===== config.mk =====
export PLATFORM = sky130hd
export DESIGN_NAME = pls_ctrl
export DESIGN_NICKNAME = d
export VERILOG_FILES = /design/src/pls_pkg.sv /design/src/pls_ctrl.sv
export SDC_FILE = /design/constraint.sdc
export NUM_CORES = 1
export LEC_CHECK = 0
export BUFFER_PORTS_ARGS = -buffer_cell sky130_fd_sc_hd__buf_2
export CORE_AREA = 5 5 42 44
export CTS_CLUSTER_DIAMETER = 150
export CTS_CLUSTER_SIZE = 28
export DETAILED_ROUTE_END_ITERATION = 8
export DIE_AREA = 0 0 47 49
export PLACE_DENSITY = 0.76
export SETUP_SLACK_MARGIN = 0.1
export SYNTH_ARGS = -nofsm -noshare
export SYNTH_HDL_FRONTEND = slang
export SYNTH_SLANG_ARGS = --single-unit
export TNS_END_PERCENT = 5

===== constraint.sdc =====
create_clock -name clk -period 3.75 [get_ports clk]
set_input_delay 0.75 -clock clk [delete_from_list [all_inputs] [get_ports clk]]
set_output_delay 0.75 -clock clk [all_outputs]
set_load 0.05 [all_outputs]

===== src/pls_pkg.sv =====
`timescale 1ns / 1ps
// ----------------------------------------------------------------------------
// pls_pkg
// Shared widths, command codes and controller/datapath handshake types for
// the positional list store.
// ----------------------------------------------------------------------------
package pls_pkg;

  localparam int CMD_W  = 3;
  localparam int POS_W  = 7;
  localparam int DATA_W = 32;

  typedef logic        [CMD_W-1:0]  cmd_code_t;
  typedef logic        [POS_W-1:0]  pos_t;
  typedef logic signed [DATA_W-1:0] data_t;

  // Command codes on the request channel
  localparam cmd_code_t CMD_LENGTH = 3'd0;
  localparam cmd_code_t CMD_INSERT = 3'd1;
  localparam cmd_code_t CMD_QUERY  = 3'd2;
  localparam cmd_code_t CMD_REMOVE = 3'd3;
  localparam cmd_code_t CMD_DUMP   = 3'd4;

  localparam data_t MISS_VALUE = -32'sd1;

  // Pointer update operations
  typedef logic [2:0] ptr_op_t;
  localparam ptr_op_t PTR_HOLD   = 3'd0;
  localparam ptr_op_t PTR_ZERO   = 3'd1;
  localparam ptr_op_t PTR_POS    = 3'd2;
  localparam ptr_op_t PTR_POS_P1 = 3'd3;
  localparam ptr_op_t PTR_CNT_M1 = 3'd4;
  localparam ptr_op_t PTR_INC    = 3'd5;
  localparam ptr_op_t PTR_DEC    = 3'd6;

  // Output register source select
  typedef logic [1:0] out_src_t;
  localparam out_src_t SRC_RAM   = 2'd0;
  localparam out_src_t SRC_COUNT = 2'd1;
  localparam out_src_t SRC_MISS  = 2'd2;

  // Controller to datapath
  typedef struct packed {
    logic     load;       // capture request payload
    ptr_op_t  ptr_op;
    logic     rd_en;      // read the store at the next pointer value
    logic     shift;      // this read feeds a move in the cycle after
    logic     shift_up;   // move toward higher addresses
    logic     place;      // write the request value at its position
    logic     count_inc;
    logic     count_dec;
    logic     out_load;
    out_src_t out_src;
    logic     out_last;
  } pls_ctl_t;

  // Datapath to controller
  typedef struct packed {
    cmd_code_t cmd;
    logic      pos_lt_cnt;
    logic      pos_le_cnt;
    logic      pos_last;    // position is the final element
    logic      full;
    logic      cnt_zero;
    logic      ptr_eq_pos;
    logic      ptr_at_end;  // pointer is at the final element
    logic      out_free;
  } pls_sts_t;

endpackage


===== src/pls_ctrl.sv =====
`timescale 1ns / 1ps
// ----------------------------------------------------------------------------
// pls_ctrl
// Command sequencer: decode, move loops, result emission.
// ----------------------------------------------------------------------------
module pls_ctrl import pls_pkg::*; (
  input  logic     clk,
  input  logic     rst,
  input  logic     in_valid,
  output logic     in_ready,
  input  pls_sts_t sts,
  output pls_ctl_t ctl
);

  localparam logic [2:0] S_IDLE     = 3'd0;
  localparam logic [2:0] S_DECODE   = 3'd1;
  localparam logic [2:0] S_SHIFT_UP = 3'd2;
  localparam logic [2:0] S_PLACE    = 3'd3;
  localparam logic [2:0] S_SHIFT_DN = 3'd4;
  localparam logic [2:0] S_EMIT     = 3'd5;
  localparam logic [2:0] S_REPLY    = 3'd6;

  logic [2:0] state;
  logic [2:0] state_next;
  logic       emit_last;

  always_ff @(posedge clk) begin
    if (rst) begin
      state <= S_IDLE;
    end else begin
      state <= state_next;
    end
  end

  assign emit_last = (sts.cmd == CMD_QUERY) || sts.ptr_at_end;

  always_comb begin
    ctl        = '0;
    ctl.ptr_op = PTR_HOLD;
    ctl.out_src = SRC_RAM;
    in_ready   = 1'b0;
    state_next = state;
    unique case (state)
      S_IDLE: begin
        in_ready = 1'b1;
        if (in_valid) begin
          ctl.load   = 1'b1;
          state_next = S_DECODE;
        end
      end
      S_DECODE: begin
        state_next = S_IDLE;
        unique case (sts.cmd)
          CMD_LENGTH: state_next = S_REPLY;
          CMD_QUERY: begin
            if (sts.pos_lt_cnt) begin
              ctl.ptr_op = PTR_POS;
              ctl.rd_en  = 1'b1;
              state_next = S_EMIT;
            end else begin
              state_next = S_REPLY;
            end
          end
          CMD_DUMP: begin
            if (sts.cnt_zero) begin
              state_next = S_REPLY;
            end else begin
              ctl.ptr_op = PTR_ZERO;
              ctl.rd_en  = 1'b1;
              state_next = S_EMIT;
            end
          end
          CMD_INSERT: begin
            if (!sts.full && sts.pos_le_cnt) begin
              if (sts.pos_lt_cnt) begin
                ctl.ptr_op   = PTR_CNT_M1;
                ctl.rd_en    = 1'b1;
                ctl.shift    = 1'b1;
                ctl.shift_up = 1'b1;
                state_next   = S_SHIFT_UP;
              end else begin
                state_next = S_PLACE;
              end
            end
          end
          CMD_REMOVE: begin
            if (sts.pos_lt_cnt) begin
              if (sts.pos_last) begin
                ctl.count_dec = 1'b1;
              end else begin
                ctl.ptr_op = PTR_POS_P1;
                ctl.rd_en  = 1'b1;
                ctl.shift  = 1'b1;
                state_next = S_SHIFT_DN;
              end
            end
          end
          default: state_next = S_IDLE;
        endcase
      end
      S_SHIFT_UP: begin
        if (sts.ptr_eq_pos) begin
          state_next = S_PLACE;
        end else begin
          ctl.ptr_op   = PTR_DEC;
          ctl.rd_en    = 1'b1;
          ctl.shift    = 1'b1;
          ctl.shift_up = 1'b1;
        end
      end
      S_PLACE: begin
        ctl.place     = 1'b1;
        ctl.count_inc = 1'b1;
        state_next    = S_IDLE;
      end
      S_SHIFT_DN: begin
        if (sts.ptr_at_end) begin
          ctl.count_dec = 1'b1;
          state_next    = S_IDLE;
        end else begin
          ctl.ptr_op = PTR_INC;
          ctl.rd_en  = 1'b1;
          ctl.shift  = 1'b1;
        end
      end
      S_EMIT: begin
        ctl.out_last = emit_last;
        if (sts.out_free) begin
          ctl.out_load = 1'b1;
          if (emit_last) begin
            state_next = S_IDLE;
          end else begin
            ctl.ptr_op = PTR_INC;
            ctl.rd_en  = 1'b1;
          end
        end
      end
      S_REPLY: begin
        ctl.out_src  = (sts.cmd == CMD_LENGTH) ? SRC_COUNT : SRC_MISS;
        ctl.out_last = 1'b1;
        if (sts.out_free) begin
          ctl.out_load = 1'b1;
          state_next   = S_IDLE;
        end
      end
      default: state_next = S_IDLE;
    endcase
  end

endmodule


### Yosys cells after proc, flatten, opt, wreduce, memory -nomap -nowiden

Index checks and enable logic that the tools add are counted.

| storage, ports and cells | value |
|---|---|
| flip-flop bits (word level) | 3 |
| logic and storage cells | 68 |
| input bits | 14 |
| output and inout bits | 15 |

| operators by class | value |
|---|---|
| muxes and demuxes | 44 |
| equality and inequality tests | 16 |
| reductions and logical operators | 7 |

Operators by type and width:

| operator | number |
|---|---|
| $pmux W4 S4 | 2 |
| $mux W3 | 10 |
| $mux W6 | 3 |
| $pmux W3 S6 | 1 |
| $mux W4 | 4 |
| $pmux W3 S5 | 1 |
| $eq A3 B2 Y1 const B | 4 |
| $eq A3 B3 Y1 const B | 4 |
| $mux W2 | 6 |
| $ne A2 B2 Y1 const B | 6 |
| $mux W1 | 11 |
| $pmux W1 S2 | 4 |
| $eq A3 B1 Y1 const B | 2 |
| $logic_not A3 Y1 | 2 |
| $reduce_and A6 Y1 | 1 |
| $mux W5 | 1 |
| $pmux W1 S3 | 1 |
| $reduce_or A2 Y1 | 1 |
| $logic_and A1 B1 Y1 | 1 |
| $logic_not A1 Y1 | 1 |
| $logic_or A1 B1 Y1 | 1 |

### Logic depth before layout (Yosys ltp)

| depth | value |
|---|---|
| word-level depth | 5 |
| gate-level depth with buffers | 5 |

### Worst setup path before layout

No wires, ideal clock.

| path | value |
|---|---|
| path type | input port to output port |
| start point | in sts[10] (netlist bit) |
| end point | out ctl[8] (netlist bit) |
| path slack | 0.390 ns |
| path buffers | 0 |
| stages | 4 |
| arrival | 2.610 ns |
| cell sequence | nand2b_1 -> nor4b_4 -> a21oi_1 -> o32ai_1 |

RTL lines:

| what | line | text |
|---|---|---|
| start: declaration | pls_ctrl.sv:11 | `input pls_sts_t sts,` |
| end: declaration | pls_ctrl.sv:12 | `output pls_ctl_t ctl` |

==> flow_summary.ini <==
[yosys]
synthDominantCellAreaShare_pct = 10.5
syn_area_sq_um = 571
syn-num-nets = 97
synthFlopType = dfxtp_1
synth_area_per_cell_sq_um = 6.87
yosys-top-cells-area = dfxtp_1, nor2_1, o21ai_0
synth_top_cell_by_area = dfxtp_1
synth.distinct_cells = 40
async_reset_ff_share_pct = 0
synth_edf_count = 0
synth-seq-cells = 3
syn-instance-count = 83
synth_seq_area_share_pct = 10.5
synth.yosys.warnings = 0

[clock_tree]
htreeDepth = 1
cts_root_buf = clkbuf_4
cts_made_buffers = 3
path_clk_slew_ps = 40
post_cts_buffers = 0
cts_sinks = 3
cts_hold_buf = 0
clockBufferDepth = 2
cts-resized-gates = 0
insertion_delay_ps = 240
cts_tree = yes

[cells_and_area]
num_antenna_cells = 0
nets = 123
drive_above_1_share_pct = 33.3
final_cell_mix = buf_2, nor2_1, o21ai_0
largest_reg_flops = 3
final_cells = 124
top_register = state
reg_top3 = state (3)
design_area_sq_um = 712
fin_util_pct = 50.8
syn_to_final_growth_pct = 24.8
mostFrequentLayoutCell = buf_2
fillers = 166

[critical_path]
crit_slowest_cell = nor4b_4
path_common_cell = buf_2
setup.worst_path.class = in2out
cp-end-kind = output pin
startpoint_type = input port
cpLargestDelayFamily = simple AND/OR/NAND/NOR gates
path_cells = buf_2, nand2b_1, nor4b_4, a21oi_1, o32ai_1, buf_2
critPathMaxFanout = 7
reg2reg_from = state[2]
crit_start = sts[10]
crit_required_ps = 3000
crit_arrival_ps = 2130
critPathBufInv = 2
cp_slowest_stage_delay_ps = 410

[global_route]
grt-ovfl-total = 0
grt_pass1_wl_mm = 2.79
track_usage_pct = 15.8
grt_pass1_vias = 663
grt_antenna_before_repair = 0
grt_max_degree = 19

[timing]
drv_slew = 0
hold_viol_final = 0
min_period_over_period_pct = 76.8
fmax_mhz = 347
period_needed_ps = 2880
tns_ps = 0
slew_headroom_pct = 65.8
clock_skew_ps = 1.66
worst-slew-pin-transition_ps = 512
setup_viol = 0
rsz0062_at_grt = false

[route]
top_layer = met3
dr.first_iter.drc_count = 16
routedLengthMet1_um = 699
wl_per_cell_um = 13.2
ant_nets = 0
wl_mm = 1.63
wl_met2_um = 810
drc_errors = 0
drt-vias-per-instance = 5.65
dr.pass1.iters = 4
via_count = 701
wl_met3_um = 125

[power]
power.density_nw_per_um2 = 279
p_leak_nw = 0.349
total_power_uw = 198
ir_drop_v = 0.000155

[placed_design]
routabilityCongestion = 0.869
hpwlAfterDp_mm = 1.30
place_area_sq_um = 686
dp.cells = 120
io_buffers = 28

[floorplan]
ioPinCount = 29
fp.dieW_um = 47
dieArea_sq_um = 2300
row_count = 14
fp.coreArea_sq_um = 1400
die_h_um = 49
start_util_pct = 40.7

[run]
drv_cap = 0

[worst_hold_path]
worst_hold_path_type = reg2reg
hp-start = state[0]

[outcome]
status = complete, no violations
## stage by stage
step / hold WS (ps) / setup slack (ps)
after global routing: 726 / 742
after global placement: 669 / 921
final: 681 / 869
after floorplan: 556 / 390
after CTS: 674 / 867
after detailed placement: 663 / 862
## per-layer routing
metal  up-vias  global-route usage, %
met1       317                   20.1
li1        361                      -
met3         0                   4.06
met4         0                   5.53
met2        23                   24.7
met5         -                      0
## synth_stat cells (2+ instances only)
master and count:
a21oi_1 4, a31oi_1 4, and3_1 2, buf_2 3, buf_4 2, dfxtp_1 3, inv_1 6, nand2_1 4
nand3b_1 2, nor2_1 10, nor2b_1 3, nor3_1 3, nor4_1 2, o21ai_0 7, o31a_1 2, or3_1 2
## worst paths after layout
| path | endpoint | cells past startpoint | slack, ps |
|---|---|---|---|
| hold reg to reg | state[0] | 1 | 680 |
| setup / recovery | ctl[8] | 6 | 870 |
| hold / removal | state[0] | 1 | 680 |
| setup reg to reg | state[2] | 4 | 2030 |
## cell families (layout without fill, tap and decap cells)
| kind of cell | count (synthesis) | count (layout) | share of synthesized area, % |
|---|---|---|---|
| simple gates | 35 | 35 | 36.6 |
| compound gates | 31 | 31 | 38.4 |
| buf+inv | 13 | 38 | 11.8 |
| flops | 3 | 3 | 10.5 |
| mux | 1 | 1 | 2.63 |
## layout make-up
class / instances / area (sq um) / area share, %
multi-input combinational: 67 / 443 / 62.2
inverter: 6 / 22.5 / 3.16
tap: 16 / 20.0 / 2.81
sequential: 3 / 60.1 / 8.44
clock buffer: 4 / 26.3 / 3.69
timing repair buffer: 28 / 140 / 19.7
## report_power, final
group          switching, mW  internal (mW)  total (mW)  leakage, nW
Clock                 0.0173         0.0399      0.0572       0.0150
Sequential           0.00907         0.0351      0.0441       0.0246
Combinational         0.0659         0.0311      0.0970        0.309
Total                 0.0923          0.106       0.198        0.349
Note: power is estimated with default switching activity, not from simulation.
